`src/hw/rtl/vtpt_pkg.sv`:
```
// shared types, codes and field tables for the vector tile tokenizer
package vtpt_pkg;

  localparam int PositionBitsDef = 32;
  localparam int QueueDepth      = 2;

  typedef struct packed {
    logic [7:0] data_byte;
    logic       last;
  } in_req_t;

  typedef struct packed {
    logic [3:0]  token_kind;
    logic [1:0]  nest_level;
    logic [28:0] field_number;
    logic [63:0] token_value;
    logic        run_end;
    logic [2:0]  error_code;
    logic        last_result;
  } out_rsp_t;

  typedef enum logic [3:0] {
    TK_START    = 4'd0,
    TK_END      = 4'd1,
    TK_UINT     = 4'd2,
    TK_SINT     = 4'd3,
    TK_BOOL     = 4'd4,
    TK_FIX32    = 4'd5,
    TK_FIX64    = 4'd6,
    TK_STRBYTE  = 4'd7,
    TK_EMPTYSTR = 4'd8,
    TK_PACKED   = 4'd9,
    TK_DONE     = 4'd10,
    TK_ERROR    = 4'd11
  } tok_e;

  typedef enum logic [2:0] {
    ERR_TRUNC   = 3'd0,
    ERR_WIRE    = 3'd1,
    ERR_BOUND   = 3'd2,
    ERR_GEOM    = 3'd3,
    ERR_UNKWIRE = 3'd4
  } err_e;

  typedef enum logic [3:0] {
    A_SKIP    = 4'd0,
    A_LAYER   = 4'd1,
    A_FEATURE = 4'd2,
    A_VALUE   = 4'd3,
    A_STR     = 4'd4,
    A_U32     = 4'd5,
    A_U64     = 4'd6,
    A_SINT    = 4'd7,
    A_BOOL    = 4'd8,
    A_GEOM    = 4'd9,
    A_F32     = 4'd10,
    A_F64     = 4'd11,
    A_PACKED  = 4'd12
  } act_e;

  typedef enum logic [7:0] {
    PH_TAG     = 8'b0000_0001,
    PH_VAL     = 8'b0000_0010,
    PH_LEN     = 8'b0000_0100,
    PH_STR     = 8'b0000_1000,
    PH_SKIP    = 8'b0001_0000,
    PH_FIX     = 8'b0010_0000,
    PH_PACKED  = 8'b0100_0000,
    PH_SKIPVAR = 8'b1000_0000
  } ph_e;

  // message kinds on the stack
  localparam logic [1:0] MK_PACKED  = 2'd0;
  localparam logic [1:0] MK_LAYER   = 2'd1;
  localparam logic [1:0] MK_FEATURE = 2'd2;
  localparam logic [1:0] MK_VALUE   = 2'd3;

  // wire types
  localparam logic [2:0] WT_VARINT = 3'd0;
  localparam logic [2:0] WT_FIX64  = 3'd1;
  localparam logic [2:0] WT_LEN    = 3'd2;
  localparam logic [2:0] WT_FIX32  = 3'd5;

  // all results one input byte causes
  typedef struct packed {
    logic            main_vld;
    logic [3:0]      main_kind;
    logic [1:0]      main_level;
    logic [28:0]     main_field;
    logic [63:0]     main_value;
    logic            main_rend;
    logic [1:0]      n_end;
    logic [1:0]      end_top;
    logic [2:0][1:0] end_kind;
    logic            tail_vld;
    logic            tail_err;
    logic [1:0]      tail_level;
    logic [28:0]     tail_field;
    logic [2:0]      tail_code;
  } bundle_t;

  function automatic act_e classify(input logic [1:0] kind, input logic [28:0] fld);
    act_e a;
    a = A_SKIP;
    case (kind)
      MK_PACKED: begin
        if (fld == 29'd3) a = A_LAYER;
      end
      MK_LAYER: begin
        case (fld)
          29'd1, 29'd3:  a = A_STR;
          29'd2:         a = A_FEATURE;
          29'd4:         a = A_VALUE;
          29'd5, 29'd15: a = A_U32;
          default:       a = A_SKIP;
        endcase
      end
      MK_FEATURE: begin
        case (fld)
          29'd1:        a = A_U64;
          29'd2, 29'd4: a = A_PACKED;
          29'd3:        a = A_GEOM;
          default:      a = A_SKIP;
        endcase
      end
      default: begin
        case (fld)
          29'd1:        a = A_STR;
          29'd2:        a = A_F32;
          29'd3:        a = A_F64;
          29'd4, 29'd5: a = A_U64;
          29'd6:        a = A_SINT;
          29'd7:        a = A_BOOL;
          default:      a = A_SKIP;
        endcase
      end
    endcase
    return a;
  endfunction

  function automatic logic [28:0] kind_field(input logic [1:0] kind);
    logic [28:0] f;
    case (kind)
      MK_LAYER:   f = 29'd3;
      MK_FEATURE: f = 29'd2;
      MK_VALUE:   f = 29'd4;
      default:    f = 29'd0;
    endcase
    return f;
  endfunction

endpackage

```
`src/hw/rtl/vtpt_front.sv`:
```
// byte parser: varint decode, message stack, at most one result bundle per byte
module vtpt_front #(
  parameter int PositionBits = vtpt_pkg::PositionBitsDef
) (
  input  logic              clk_i,
  input  logic              rst_ni,
  input  logic              in_valid_i,
  output logic              in_stall_o,
  input  vtpt_pkg::in_req_t in_req_i,
  output logic              bnd_valid_o,
  output vtpt_pkg::bundle_t bnd_o,
  input  logic              bnd_full_i
);
  import vtpt_pkg::*;

  localparam int PB = PositionBits;

  logic [PB-1:0]        pos_q, pos_d, pos_inc;
  logic [2:0][PB-1:0]   end_q, end_d;
  logic [2:0][1:0]      knd_q, knd_d;
  logic [1:0]           dep_q, dep_d;
  logic [31:0]          tag_q, tag_d;
  ph_e                  ph_q, ph_d;
  logic [63:0]          acc_q, acc_d;
  logic [3:0]           sh_q, sh_d;
  logic [PB-1:0]        rem_q, rem_d;
  logic                 err_q, err_d;

  logic                 acc_in;
  logic [7:0]           b;
  logic                 pos_at_max;
  logic [31:0]          lim, pos32, len32;
  logic [63:0]          vb_acc, fx_acc;
  logic [3:0]           vb_sh;
  logic                 vb_done;
  logic                 fits_len, fits4, fits8;
  logic [1:0]           kind_cur;
  act_e                 act_cur, act_tag;
  logic [28:0]          fld;
  logic [2:0]           wt;
  logic                 fail_v;
  err_e                 fail_c;
  logic                 endp;
  bundle_t              bnd;

  assign acc_in     = in_valid_i & ~bnd_full_i;
  assign in_stall_o = bnd_full_i;
  assign b          = in_req_i.data_byte;
  assign pos_at_max = &pos_q;
  assign pos_inc    = pos_q + PB'(1);
  assign pos32      = 32'(pos_inc);
  assign lim        = (dep_q == 2'd0) ? 32'({PB{1'b1}}) : 32'(end_q[dep_q - 2'd1]);

  // one varint group merged into the accumulator
  assign vb_acc  = acc_q | ((sh_q < 4'd10) ? (64'(b[6:0]) << (7 * sh_q)) : 64'd0);
  assign vb_sh   = (sh_q < 4'd15) ? sh_q + 4'd1 : sh_q;
  assign vb_done = ~b[7];
  assign fx_acc  = acc_q | (64'(b) << {sh_q[2:0], 3'b000});
  assign len32   = vb_acc[31:0];

  assign fits_len = ({1'b0, pos32} + {1'b0, len32}) <= {1'b0, lim};
  assign fits4    = ({1'b0, pos32} + 33'd4) <= {1'b0, lim};
  assign fits8    = ({1'b0, pos32} + 33'd8) <= {1'b0, lim};

  assign kind_cur = (dep_q == 2'd0) ? MK_PACKED : knd_q[dep_q - 2'd1];
  assign fld      = tag_q[31:3];
  assign act_cur  = classify(kind_cur, fld);
  assign act_tag  = classify(kind_cur, vb_acc[31:3]);
  assign wt       = vb_acc[2:0];

  always_comb begin
    pos_d  = pos_q;
    end_d  = end_q;
    knd_d  = knd_q;
    dep_d  = dep_q;
    tag_d  = tag_q;
    ph_d   = ph_q;
    acc_d  = acc_q;
    sh_d   = sh_q;
    rem_d  = rem_q;
    err_d  = err_q;
    bnd    = '0;
    fail_v = 1'b0;
    fail_c = ERR_TRUNC;
    endp   = 1'b0;

    if (err_q) begin
      if (!pos_at_max) pos_d = pos_inc;
    end else begin
      if (pos_at_max) begin
        fail_v = 1'b1;
        fail_c = ERR_BOUND;
      end else begin
        pos_d = pos_inc;
        case (ph_q)
          PH_VAL, PH_SKIPVAR: begin
            acc_d = vb_acc;
            sh_d  = vb_sh;
            if (vb_done) begin
              acc_d = '0;
              sh_d  = '0;
              ph_d  = PH_TAG;
              if (ph_q == PH_VAL) begin
                bnd.main_level = dep_q;
                bnd.main_field = fld;
                case (act_cur)
                  A_U32: begin
                    bnd.main_vld   = 1'b1;
                    bnd.main_kind  = TK_UINT;
                    bnd.main_value = 64'(vb_acc[31:0]);
                  end
                  A_U64: begin
                    bnd.main_vld   = 1'b1;
                    bnd.main_kind  = TK_UINT;
                    bnd.main_value = vb_acc;
                  end
                  A_SINT: begin
                    bnd.main_vld   = 1'b1;
                    bnd.main_kind  = TK_SINT;
                    bnd.main_value = (vb_acc >> 1) ^ {64{vb_acc[0]}};
                  end
                  A_BOOL: begin
                    bnd.main_vld   = 1'b1;
                    bnd.main_kind  = TK_BOOL;
                    bnd.main_value = 64'(|vb_acc);
                  end
                  A_GEOM: begin
                    if (|vb_acc[31:2]) begin
                      fail_v = 1'b1;
                      fail_c = ERR_GEOM;
                    end else begin
                      bnd.main_vld   = 1'b1;
                      bnd.main_kind  = TK_UINT;
                      bnd.main_value = 64'(vb_acc[31:0]);
                    end
                  end
                  A_PACKED: begin
                    bnd.main_vld   = 1'b1;
                    bnd.main_kind  = TK_PACKED;
                    bnd.main_level = 2'd3;
                    bnd.main_value = 64'(vb_acc[31:0]);
                    bnd.main_rend  = 1'b1;
                  end
                  default: ;
                endcase
              end
            end
          end
          PH_LEN: begin
            acc_d = vb_acc;
            sh_d  = vb_sh;
            if (vb_done) begin
              acc_d = '0;
              sh_d  = '0;
              ph_d  = PH_TAG;
              if (!fits_len) begin
                fail_v = 1'b1;
                fail_c = ERR_BOUND;
              end else begin
                case (act_cur)
                  A_LAYER, A_FEATURE, A_VALUE: begin
                    if (dep_q == 2'd3) begin
                      fail_v = 1'b1;
                      fail_c = ERR_BOUND;
                    end else begin
                      end_d[dep_q]   = pos_inc + len32[PB-1:0];
                      knd_d[dep_q]   = (act_cur == A_LAYER)   ? MK_LAYER :
                                       (act_cur == A_FEATURE) ? MK_FEATURE : MK_VALUE;
                      dep_d          = dep_q + 2'd1;
                      bnd.main_vld   = 1'b1;
                      bnd.main_kind  = TK_START;
                      bnd.main_level = dep_q + 2'd1;
                      bnd.main_field = fld;
                      bnd.main_value = 64'(len32);
                    end
                  end
                  A_STR: begin
                    if (len32 == 32'd0) begin
                      bnd.main_vld   = 1'b1;
                      bnd.main_kind  = TK_EMPTYSTR;
                      bnd.main_level = dep_q;
                      bnd.main_field = fld;
                      bnd.main_rend  = 1'b1;
                    end else begin
                      rem_d = len32[PB-1:0];
                      ph_d  = PH_STR;
                    end
                  end
                  A_PACKED: begin
                    if (len32 != 32'd0) begin
                      if (dep_q == 2'd3) begin
                        fail_v = 1'b1;
                        fail_c = ERR_BOUND;
                      end else begin
                        end_d[dep_q] = pos_inc + len32[PB-1:0];
                        knd_d[dep_q] = MK_PACKED;
                        dep_d        = dep_q + 2'd1;
                        ph_d         = PH_PACKED;
                      end
                    end
                  end
                  default: begin
                    if (len32 != 32'd0) begin
                      rem_d = len32[PB-1:0];
                      ph_d  = PH_SKIP;
                    end
                  end
                endcase
              end
            end
          end
          PH_STR: begin
            bnd.main_vld   = 1'b1;
            bnd.main_kind  = TK_STRBYTE;
            bnd.main_level = dep_q;
            bnd.main_field = fld;
            bnd.main_value = 64'(b);
            bnd.main_rend  = (rem_q == PB'(1));
            rem_d          = rem_q - PB'(1);
            if (rem_q == PB'(1)) ph_d = PH_TAG;
          end
          PH_SKIP: begin
            rem_d = rem_q - PB'(1);
            if (rem_q == PB'(1)) ph_d = PH_TAG;
          end
          PH_FIX: begin
            acc_d = fx_acc;
            sh_d  = sh_q + 4'd1;
            rem_d = rem_q - PB'(1);
            if (rem_q == PB'(1)) begin
              acc_d          = '0;
              sh_d           = '0;
              ph_d           = PH_TAG;
              bnd.main_vld   = 1'b1;
              bnd.main_level = dep_q;
              bnd.main_field = fld;
              if (tag_q[2:0] == WT_FIX32) begin
                bnd.main_kind  = TK_FIX32;
                bnd.main_value = 64'(fx_acc[31:0]);
              end else begin
                bnd.main_kind  = TK_FIX64;
                bnd.main_value = fx_acc;
              end
            end
          end
          PH_PACKED: begin
            acc_d = vb_acc;
            sh_d  = vb_sh;
            if (vb_done) begin
              endp           = (dep_q == 2'd3) && (pos_inc == end_q[2]);
              acc_d          = '0;
              sh_d           = '0;
              bnd.main_vld   = 1'b1;
              bnd.main_kind  = TK_PACKED;
              bnd.main_level = 2'd3;
              bnd.main_field = fld;
              bnd.main_value = 64'(vb_acc[31:0]);
              bnd.main_rend  = endp;
              if (endp) begin
                dep_d = 2'd2;
                ph_d  = PH_TAG;
              end
            end
          end
          default: begin
            ph_d  = PH_TAG;
            acc_d = vb_acc;
            sh_d  = vb_sh;
            if (vb_done) begin
              tag_d = vb_acc[31:0];
              acc_d = '0;
              sh_d  = '0;
              case (act_tag)
                A_SKIP: begin
                  if (wt == WT_VARINT) ph_d = PH_SKIPVAR;
                  else if (wt == WT_LEN) ph_d = PH_LEN;
                  else if (wt == WT_FIX64) begin
                    if (!fits8) begin
                      fail_v = 1'b1;
                      fail_c = ERR_BOUND;
                    end else begin
                      rem_d = PB'(8);
                      ph_d  = PH_SKIP;
                    end
                  end else if (wt == WT_FIX32) begin
                    if (!fits4) begin
                      fail_v = 1'b1;
                      fail_c = ERR_BOUND;
                    end else begin
                      rem_d = PB'(4);
                      ph_d  = PH_SKIP;
                    end
                  end else begin
                    fail_v = 1'b1;
                    fail_c = ERR_UNKWIRE;
                  end
                end
                A_LAYER, A_FEATURE, A_VALUE, A_STR: begin
                  if (wt != WT_LEN) begin
                    fail_v = 1'b1;
                    fail_c = ERR_WIRE;
                  end else ph_d = PH_LEN;
                end
                A_F32: begin
                  if (wt != WT_FIX32) begin
                    fail_v = 1'b1;
                    fail_c = ERR_WIRE;
                  end else if (!fits4) begin
                    fail_v = 1'b1;
                    fail_c = ERR_BOUND;
                  end else begin
                    rem_d = PB'(4);
                    ph_d  = PH_FIX;
                  end
                end
                A_F64: begin
                  if (wt != WT_FIX64) begin
                    fail_v = 1'b1;
                    fail_c = ERR_WIRE;
                  end else if (!fits8) begin
                    fail_v = 1'b1;
                    fail_c = ERR_BOUND;
                  end else begin
                    rem_d = PB'(8);
                    ph_d  = PH_FIX;
                  end
                end
                A_PACKED: begin
                  if (wt == WT_VARINT) ph_d = PH_VAL;
                  else if (wt == WT_LEN) ph_d = PH_LEN;
                  else begin
                    fail_v = 1'b1;
                    fail_c = ERR_WIRE;
                  end
                end
                default: begin
                  if (wt != WT_VARINT) begin
                    fail_v = 1'b1;
                    fail_c = ERR_WIRE;
                  end else ph_d = PH_VAL;
                end
              endcase
            end
          end
        endcase
      end

      // close messages that end on this byte, or flag a field that straddles an end
      if (!fail_v) begin
        bnd.end_top = dep_d;
        if (ph_d == PH_TAG && sh_d == 4'd0) begin
          for (int i = 0; i < 3; i++) begin
            if (dep_d != 2'd0 && pos_inc == end_d[dep_d - 2'd1]) begin
              bnd.end_kind[i] = knd_d[dep_d - 2'd1];
              dep_d           = dep_d - 2'd1;
              bnd.n_end       = bnd.n_end + 2'd1;
            end
          end
        end else if (dep_d != 2'd0 && pos_inc == end_d[dep_d - 2'd1]) begin
          fail_v = 1'b1;
          fail_c = ERR_BOUND;
        end
      end

      if (in_req_i.last && !fail_v) begin
        if (ph_d == PH_TAG && sh_d == 4'd0 && dep_d == 2'd0) begin
          bnd.tail_vld = 1'b1;
        end else begin
          fail_v = 1'b1;
          fail_c = ERR_TRUNC;
        end
      end

      if (fail_v) begin
        bnd.tail_vld   = 1'b1;
        bnd.tail_err   = 1'b1;
        bnd.tail_level = dep_d;
        bnd.tail_field = tag_d[31:3];
        bnd.tail_code  = fail_c;
        err_d          = 1'b1;
      end
    end

    // end of buffer: back to the reset state
    if (in_req_i.last) begin
      pos_d = '0;
      end_d = '0;
      knd_d = '0;
      dep_d = '0;
      tag_d = '0;
      ph_d  = PH_TAG;
      acc_d = '0;
      sh_d  = '0;
      rem_d = '0;
      err_d = 1'b0;
    end
  end

  assign bnd_o       = bnd;
  assign bnd_valid_o = in_valid_i & (bnd.main_vld | (bnd.n_end != 2'd0) | bnd.tail_vld);

  always_ff @(posedge clk_i or negedge rst_ni) begin
    if (!rst_ni) begin
      pos_q <= '0;
      end_q <= '0;
      knd_q <= '0;
      dep_q <= '0;
      tag_q <= '0;
      ph_q  <= PH_TAG;
      acc_q <= '0;
      sh_q  <= '0;
      rem_q <= '0;
      err_q <= 1'b0;
    end else if (acc_in) begin
      pos_q <= pos_d;
      end_q <= end_d;
      knd_q <= knd_d;
      dep_q <= dep_d;
      tag_q <= tag_d;
      ph_q  <= ph_d;
      acc_q <= acc_d;
      sh_q  <= sh_d;
      rem_q <= rem_d;
      err_q <= err_d;
    end
  end

`ifndef SYNTHESIS
  a_top_packed: assert property (@(posedge clk_i) disable iff (!rst_ni)
    dep_q == 2'd3 |-> knd_q[2] == MK_PACKED)
    else $error("third stack entry is not a packed run");

  a_packed_depth: assert property (@(posedge clk_i) disable iff (!rst_ni)
    ph_q == PH_PACKED |-> dep_q == 2'd3)
    else $error("packed phase without packed stack entry");

  a_last_clears: assert property (@(posedge clk_i) disable iff (!rst_ni)
    acc_in && in_req_i.last |=> dep_q == 2'd0 && !err_q && ph_q == PH_TAG)
    else $error("state not cleared after final byte");
`endif

endmodule

```
`src/hw/rtl/vtpt_queue.sv`:
```
// short bundle queue between parser and token sequencer
module vtpt_queue (
  input  logic              clk_i,
  input  logic              rst_ni,
  input  logic              wr_valid_i,
  input  vtpt_pkg::bundle_t wr_bnd_i,
  output logic              full_o,
  output logic              rd_valid_o,
  output vtpt_pkg::bundle_t rd_bnd_o,
  input  logic              rd_pop_i
);
  import vtpt_pkg::*;

  localparam int PtrBits = (QueueDepth > 1) ? $clog2(QueueDepth) : 1;
  localparam int CntBits = $clog2(QueueDepth + 1);

  bundle_t              mem_q [QueueDepth];
  logic [PtrBits-1:0]   wr_q, wr_d, rd_q, rd_d;
  logic [CntBits-1:0]   cnt_q, cnt_d;
  logic                 push, pop;

  assign full_o     = (cnt_q == CntBits'(QueueDepth));
  assign rd_valid_o = (cnt_q != '0);
  assign rd_bnd_o   = mem_q[rd_q];
  assign push       = wr_valid_i & ~full_o;
  assign pop        = rd_pop_i & rd_valid_o;

  always_comb begin
    wr_d  = wr_q;
    rd_d  = rd_q;
    cnt_d = cnt_q;
    if (push) wr_d = (wr_q == PtrBits'(QueueDepth - 1)) ? '0 : wr_q + PtrBits'(1);
    if (pop)  rd_d = (rd_q == PtrBits'(QueueDepth - 1)) ? '0 : rd_q + PtrBits'(1);
    if (push && !pop) cnt_d = cnt_q + CntBits'(1);
    else if (pop && !push) cnt_d = cnt_q - CntBits'(1);
  end

  always_ff @(posedge clk_i or negedge rst_ni) begin
    if (!rst_ni) begin
      wr_q  <= '0;
      rd_q  <= '0;
      cnt_q <= '0;
    end else begin
      wr_q  <= wr_d;
      rd_q  <= rd_d;
      cnt_q <= cnt_d;
    end
  end

  always_ff @(posedge clk_i) begin
    if (push) mem_q[wr_q] <= wr_bnd_i;
  end

endmodule

```
`src/hw/rtl/vtpt_back.sv`:
```
// token sequencer: walks one bundle into single results behind an output register
module vtpt_back (
  input  logic               clk_i,
  input  logic               rst_ni,
  input  logic               q_valid_i,
  input  vtpt_pkg::bundle_t  q_bnd_i,
  output logic               q_pop_o,
  output logic               out_valid_o,
  input  logic               out_stall_i,
  output vtpt_pkg::out_rsp_t out_rsp_o
);
  import vtpt_pkg::*;

  logic [4:0] slots, act, sel, done_q, done_d;
  logic       is_last, load;
  logic       out_vld_q, out_vld_d;
  out_rsp_t   out_q, rsp;

  // slot order: main token, up to three message ends, done or error
  assign slots = {q_bnd_i.tail_vld,
                  q_bnd_i.n_end == 2'd3,
                  q_bnd_i.n_end >= 2'd2,
                  q_bnd_i.n_end != 2'd0,
                  q_bnd_i.main_vld};
  assign act     = slots & ~done_q;
  assign sel     = act & (~act + 5'd1);
  assign is_last = ((act & ~sel) == 5'd0);
  assign load    = q_valid_i & (~out_vld_q | ~out_stall_i);
  assign q_pop_o = load & is_last;

  always_comb begin
    rsp             = '0;
    rsp.last_result = is_last;
    if (sel[0]) begin
      rsp.token_kind   = q_bnd_i.main_kind;
      rsp.nest_level   = q_bnd_i.main_level;
      rsp.field_number = q_bnd_i.main_field;
      rsp.token_value  = q_bnd_i.main_value;
      rsp.run_end      = q_bnd_i.main_rend;
    end else if (sel[1]) begin
      rsp.token_kind   = TK_END;
      rsp.nest_level   = q_bnd_i.end_top;
      rsp.field_number = kind_field(q_bnd_i.end_kind[0]);
    end else if (sel[2]) begin
      rsp.token_kind   = TK_END;
      rsp.nest_level   = q_bnd_i.end_top - 2'd1;
      rsp.field_number = kind_field(q_bnd_i.end_kind[1]);
    end else if (sel[3]) begin
      rsp.token_kind   = TK_END;
      rsp.nest_level   = q_bnd_i.end_top - 2'd2;
      rsp.field_number = kind_field(q_bnd_i.end_kind[2]);
    end else if (q_bnd_i.tail_err) begin
      rsp.token_kind   = TK_ERROR;
      rsp.nest_level   = q_bnd_i.tail_level;
      rsp.field_number = q_bnd_i.tail_field;
      rsp.error_code   = q_bnd_i.tail_code;
    end else begin
      rsp.token_kind   = TK_DONE;
    end
  end

  always_comb begin
    done_d    = done_q;
    out_vld_d = out_vld_q;
    if (load) begin
      done_d    = is_last ? 5'd0 : (done_q | sel);
      out_vld_d = 1'b1;
    end else if (!out_stall_i) begin
      out_vld_d = 1'b0;
    end
  end

  always_ff @(posedge clk_i or negedge rst_ni) begin
    if (!rst_ni) begin
      done_q    <= '0;
      out_vld_q <= 1'b0;
    end else begin
      done_q    <= done_d;
      out_vld_q <= out_vld_d;
    end
  end

  always_ff @(posedge clk_i) begin
    if (load) out_q <= rsp;
  end

  assign out_valid_o = out_vld_q;
  assign out_rsp_o   = out_q;

endmodule

```
`src/hw/rtl/vector_tile_protobuf_tokenizer.sv`:
```
// top level of the vector tile protobuf tokenizer
//
// in channel: one buffer byte per request (data_byte, last), in_valid_i/in_stall_o.
// out channel: one token per request, out_valid_o/out_stall_i; last_result marks
// the final token a byte causes, and a byte may cause none at all.
// a byte is parsed in the cycle it is taken; its results go as one bundle into a
// two-entry queue, and its tokens are sent one per cycle while out_stall_i is
// low, passing the queue and then an output register on their way out.
// throughput: one byte per cycle while each byte yields at most one token and
// out_stall_i is low; a byte yielding more tokens holds the output longer,
// and the queue takes up the difference until it fills and in_stall_o rises.
// a stalled receiver keeps the output register; the parser goes on until the
// queue is full.
// reset clears the parser to the start of a buffer and drops queued tokens;
// the byte marked last also returns the parser to that state.
// after an error no tokens are sent up to and including the byte marked last.
module vector_tile_protobuf_tokenizer #(
  parameter int PositionBits = vtpt_pkg::PositionBitsDef
) (
  input  logic               clk_i,
  input  logic               rst_ni,
  input  logic               in_valid_i,
  output logic               in_stall_o,
  input  vtpt_pkg::in_req_t  in_req_i,
  output logic               out_valid_o,
  input  logic               out_stall_i,
  output vtpt_pkg::out_rsp_t out_rsp_o
);
  import vtpt_pkg::*;

  logic    fq_valid, fq_full, qb_valid, qb_pop;
  bundle_t fq_bnd, qb_bnd;

  vtpt_front #(
    .PositionBits(PositionBits)
  ) u_front (
    .clk_i      (clk_i),
    .rst_ni     (rst_ni),
    .in_valid_i (in_valid_i),
    .in_stall_o (in_stall_o),
    .in_req_i   (in_req_i),
    .bnd_valid_o(fq_valid),
    .bnd_o      (fq_bnd),
    .bnd_full_i (fq_full)
  );

  vtpt_queue u_queue (
    .clk_i     (clk_i),
    .rst_ni    (rst_ni),
    .wr_valid_i(fq_valid),
    .wr_bnd_i  (fq_bnd),
    .full_o    (fq_full),
    .rd_valid_o(qb_valid),
    .rd_bnd_o  (qb_bnd),
    .rd_pop_i  (qb_pop)
  );

  vtpt_back u_back (
    .clk_i      (clk_i),
    .rst_ni     (rst_ni),
    .q_valid_i  (qb_valid),
    .q_bnd_i    (qb_bnd),
    .q_pop_o    (qb_pop),
    .out_valid_o(out_valid_o),
    .out_stall_i(out_stall_i),
    .out_rsp_o  (out_rsp_o)
  );

endmodule

```
`config.mk`:
```
export PLATFORM = sky130hd
export DESIGN_NAME = vector_tile_protobuf_tokenizer
export DESIGN_NICKNAME = d
export VERILOG_FILES = /design/src/hw/rtl/vtpt_pkg.sv /design/src/hw/rtl/vtpt_front.sv /design/src/hw/rtl/vtpt_queue.sv /design/src/hw/rtl/vtpt_back.sv /design/src/hw/rtl/vector_tile_protobuf_tokenizer.sv
export SDC_FILE = /design/constraint.sdc
export NUM_CORES = 2
export LEC_CHECK = 0
export ABC_AREA = 1
export BUFFER_PORTS_ARGS = -buffer_cell sky130_fd_sc_hd__buf_2
export CAP_MARGIN = 30
export CORE_MARGIN = 3
export CORE_UTILIZATION = 35
export DETAILED_ROUTE_END_ITERATION = 6
export PLACE_DENSITY = 0.59
export SETUP_SLACK_MARGIN = 0.2
export SYNTH_ARGS = -nofsm -noshare
export SYNTH_HDL_FRONTEND = slang
export SYNTH_SLANG_ARGS = --single-unit
```
`constraint.sdc`:
```
create_clock -name clk_i -period 26.8 [get_ports clk_i]
set_clock_uncertainty 0.2 [all_clocks]
set_input_delay 5.36 -clock clk_i [delete_from_list [all_inputs] [get_ports clk_i]]
set_output_delay 5.36 -clock clk_i [all_outputs]
set_load 0.05 [all_outputs]
```
==> impl_metrics.csv <==
group,metric,value,unit
synth,synth.top_cell.area_share,23.3,%
cts,cts_buffer_depth,3,
critical_path,cp-end-kind,"register",
placed_design,place_area,54000,sq um
finish,synthToLayoutAreaGrowth,11.3,%
cts,tritoncts,"yes",
hold_path,worst_hold_path_type,"register to register",
sta,rsz0062_at_grt,"false",
cts,worstSkewPairLatency,740,ps
synth,ys.flop_type,"edfxtp_1",
sta,slew_headroom,22.5,%
synth,yosysWarnings,0,
sta,setup_ws,4220,ps
power_and_ir_drop,powerDensity,103,nW/um^2
run_status,status,"finished with violations",
sta,min_period,22580,ps
cts,cts_sinks,685,
die,die_h,388,microns
finish,drive_above_1_share,7.45,%
synth,synth_edf_count,398,
critical_path,cp.required,26950,ps
cts,hold_buffers,0,
power_and_ir_drop,max-vdd-ir-drop,0.0635,mV
synth,yosysMostFrequentCell,"nand2_1",
drt,route.detailed.drc,1,
cts,path_clk_slew,60,ps
critical_path,slowest_delay,1020,ps
synth,synth.distinct_cells,74,
cts,cts_max_level,3,
placed_design,port_buffers,118,
global_routing,grt_pass1_wl,345000,microns
drt,routed_wl,238000,microns
synth,post-synth-top-area-cell,"edfxtp_1",
cts,root_buffer,"clkbuf_16",
finish,final_cell_area,57000,sq um
placed_design,hpwl,173000,microns
run_status,violations,"DRC",
power_and_ir_drop,p_leak,24.9,nW
synth,synthArstFlopShare,41.9,%
sta,holdWs,284,ps
sta,finalCritPeriodShare,84.2,%
cts,post_cts_buffers,0,
critical_path,critPathSlowestCell,"nand2_2",
die,num_rows,139,
synth,yosysSeqAreaShare,37.4,%
drt,via_count,54200,
critical_path,worstSetupPathType,"input port to register",
synth,synth.cell_area,51200,sq um
critical_path,r2r_setup_slack,7690,ps
finish,nFillCells,15200,
critical_path,critPathMaxFanout,127,
sta,fmax,44.3,MHz
global_routing,grt_pass1_vias,50700,
die,dieArea,151000,sq um
placed_design,dp_cells,9092,
sta,setup_violations,0,
synth,syn_area_per_cell,7.02,sq um
finish,stdcell_count,9253,
critical_path,crit_top_cell,"nand2_1",
sta,drv_slew,0,
synth,syn_inst,7295,
global_routing,grt_max_degree,146,
die,coreArea,144000,sq um
die,initial_core_util,35.5,%
die,die_w,388,microns
global_routing,antenna_found_initial,7,
drt,drtAntennaViolNets,0,
synth,synth.area.top_cells,"edfxtp_1 (23%), nand2_1 (14%), dfrtp_1 (14%)",
synth,synth_common_cells,"nand2_1 (1958), inv_1 (807), nand3_1 (750)",
sta,hold_violations,0,
global_routing,grt_use_total,30.4,%
drt,avgViaCountPerCell,5.86,
placed_design,place_ws,4150,ps
drt,drt-pass1-iter-count,7,
die,ios,119,
drt,routedWlPerCell,25.7,microns
drt,first_iter_violations,6769,
critical_path,critPathLaunchType,"input port",
critical_path,cp_data_arrival_time,22730,ps
cts,cts_buffers,81,
global_routing,grt_overflow,0,
synth,synth_fp_nets,7460,
sta,fin_tns_setup,0,ps
finish,nets,7441,
sta,worstMarginPinSlew,1150,ps
placed_design,place_congestion,1.04,
cts,cts_resized,0,
flow_run,drv_cap,0,
synth,ys_ff_latch,685,
==> final cells by class <==
class                   instances  area (sq um)  area share [%]
multi-input cells            5379         27400            48.0
flip-flops and latches        685         19100            33.6
inverters                     850          3200            5.63
well taps                    1903          2380            4.18
clock buffers                 112          2340            4.10
repair buffers                279          1990            3.49
clock inverters                40           533           0.936
diodes                          5          12.5          0.0220
==> state kept, by name, indices dropped and copies added, names as in the netlist <==
name                cells
u_queue.rd_q            1
u_front.pos_q          32
u_back.out_rsp_o      104
u_front.acc_q          64
u_queue.mem_q         294
u_back.done_q           5
u_front.sh_q            4
u_back.out_valid_o      1
u_front.knd_q           6
u_front.rem_q          32
u_front.dep_q           2
u_front.err_q           1
u_front.end_q          96
u_front.tag_q          32
u_queue.wr_q            1
u_queue.cnt_q           2
u_front.ph_q            8
==> cells in the final DEF, fill, tap and decap left out, types with 9 or more instances in the layout <==
master	instances
nand2_1	1955
inv_1	804
nand3_1	750
o21ai_0	570
nor2_1	559
edfxtp_1	398
a21oi_1	327
dfrtp_1	284
o22ai_1	210
ha_1	149
buf_4	142
xor2_1	141
buf_2	122
nand4_1	98
clkbuf_16	84
nor3_1	67
o21ai_1	54
o2111ai_1	51
o211ai_1	42
a211oi_1	41
a31oi_1	39
clkinv_1	33
nor4_1	26
nor2_2	23
nand2_2	21
or2_2	19
inv_2	18
nand3b_1	17
xnor2_1	17
o31ai_1	17
o32ai_1	17
clkbuf_1	15
a21o_1	14
nor2_4	13
clkbuf_8	13
a32oi_1	12
o221ai_1	10
clkinv_2	10
o21a_1	9
==> worst paths after layout <==
path,endpoint,cells after the start,start
worst max-delay path,u_queue.mem_q[0][81],78,in_req_i[2]
worst min-delay path,u_queue.wr_q,2,u_queue.wr_q
worst max register to register,u_queue.mem_q[0][81],78,u_front.pos_q[0]
worst min register to register,u_queue.wr_q,2,u_queue.wr_q
max in group asynchronous,u_front.acc_q[53],4,rst_ni
min in group asynchronous,u_front.pos_q[17],1,rst_ni
==> power by group <==
group,internal (mW),total [mW],switching (mW)
sequential,1.40,1.49,0.0922
clock,0.695,1.20,0.502
combinational,0.744,3.17,2.42
==> cell families (layout without fill, tap and decap cells) <==
family,count (synthesis),count (layout),synth area share (%)
other,0,5,0
adder cells (fa/ha/maj),153,153,3.75
buffers and inverters,1231,1281,9.48
flip-flops,685,685,37.4
AND/OR/NAND/NOR,3580,3580,29.6
multiplexers,4,4,0.0782
AO/OA/AOI/OAI,1477,1477,16.7
XOR/XNOR,165,165,2.92
==> critical path, delay by kind of cell <==
kind / cells / cell delay, ps
AOI/OAI and AO/OA: 9 / 2830
adders and majority gates: 4 / 1610
and+or+nand+nor: 49 / 7390
xor gates and xnor gates: 1 / 790
buffers and inverters: 15 / 4200
==> metal layers <==
metal | global-route usage, % | up-vias | wire length [microns]
met5 | 0 | - | 40
met4 | 20.5 | 6 | 18800
met3 | 6.47 | 745 | 22100
met2 | 47.0 | 3029 | 104000
met1 | 38.2 | 25800 | 92900
li1 | - | 24600 | -
==> stage by stage <==
stage	util (%)	power [mW]
final	39.5	5.85
after detailed placement	37.4	4.57
after global routing	39.5	6.15
after CTS	39.4	5.78
after global placement	37.3	4.55
after floorplan	-	3.52
Note: power is estimated with default switching activity, not from simulation.
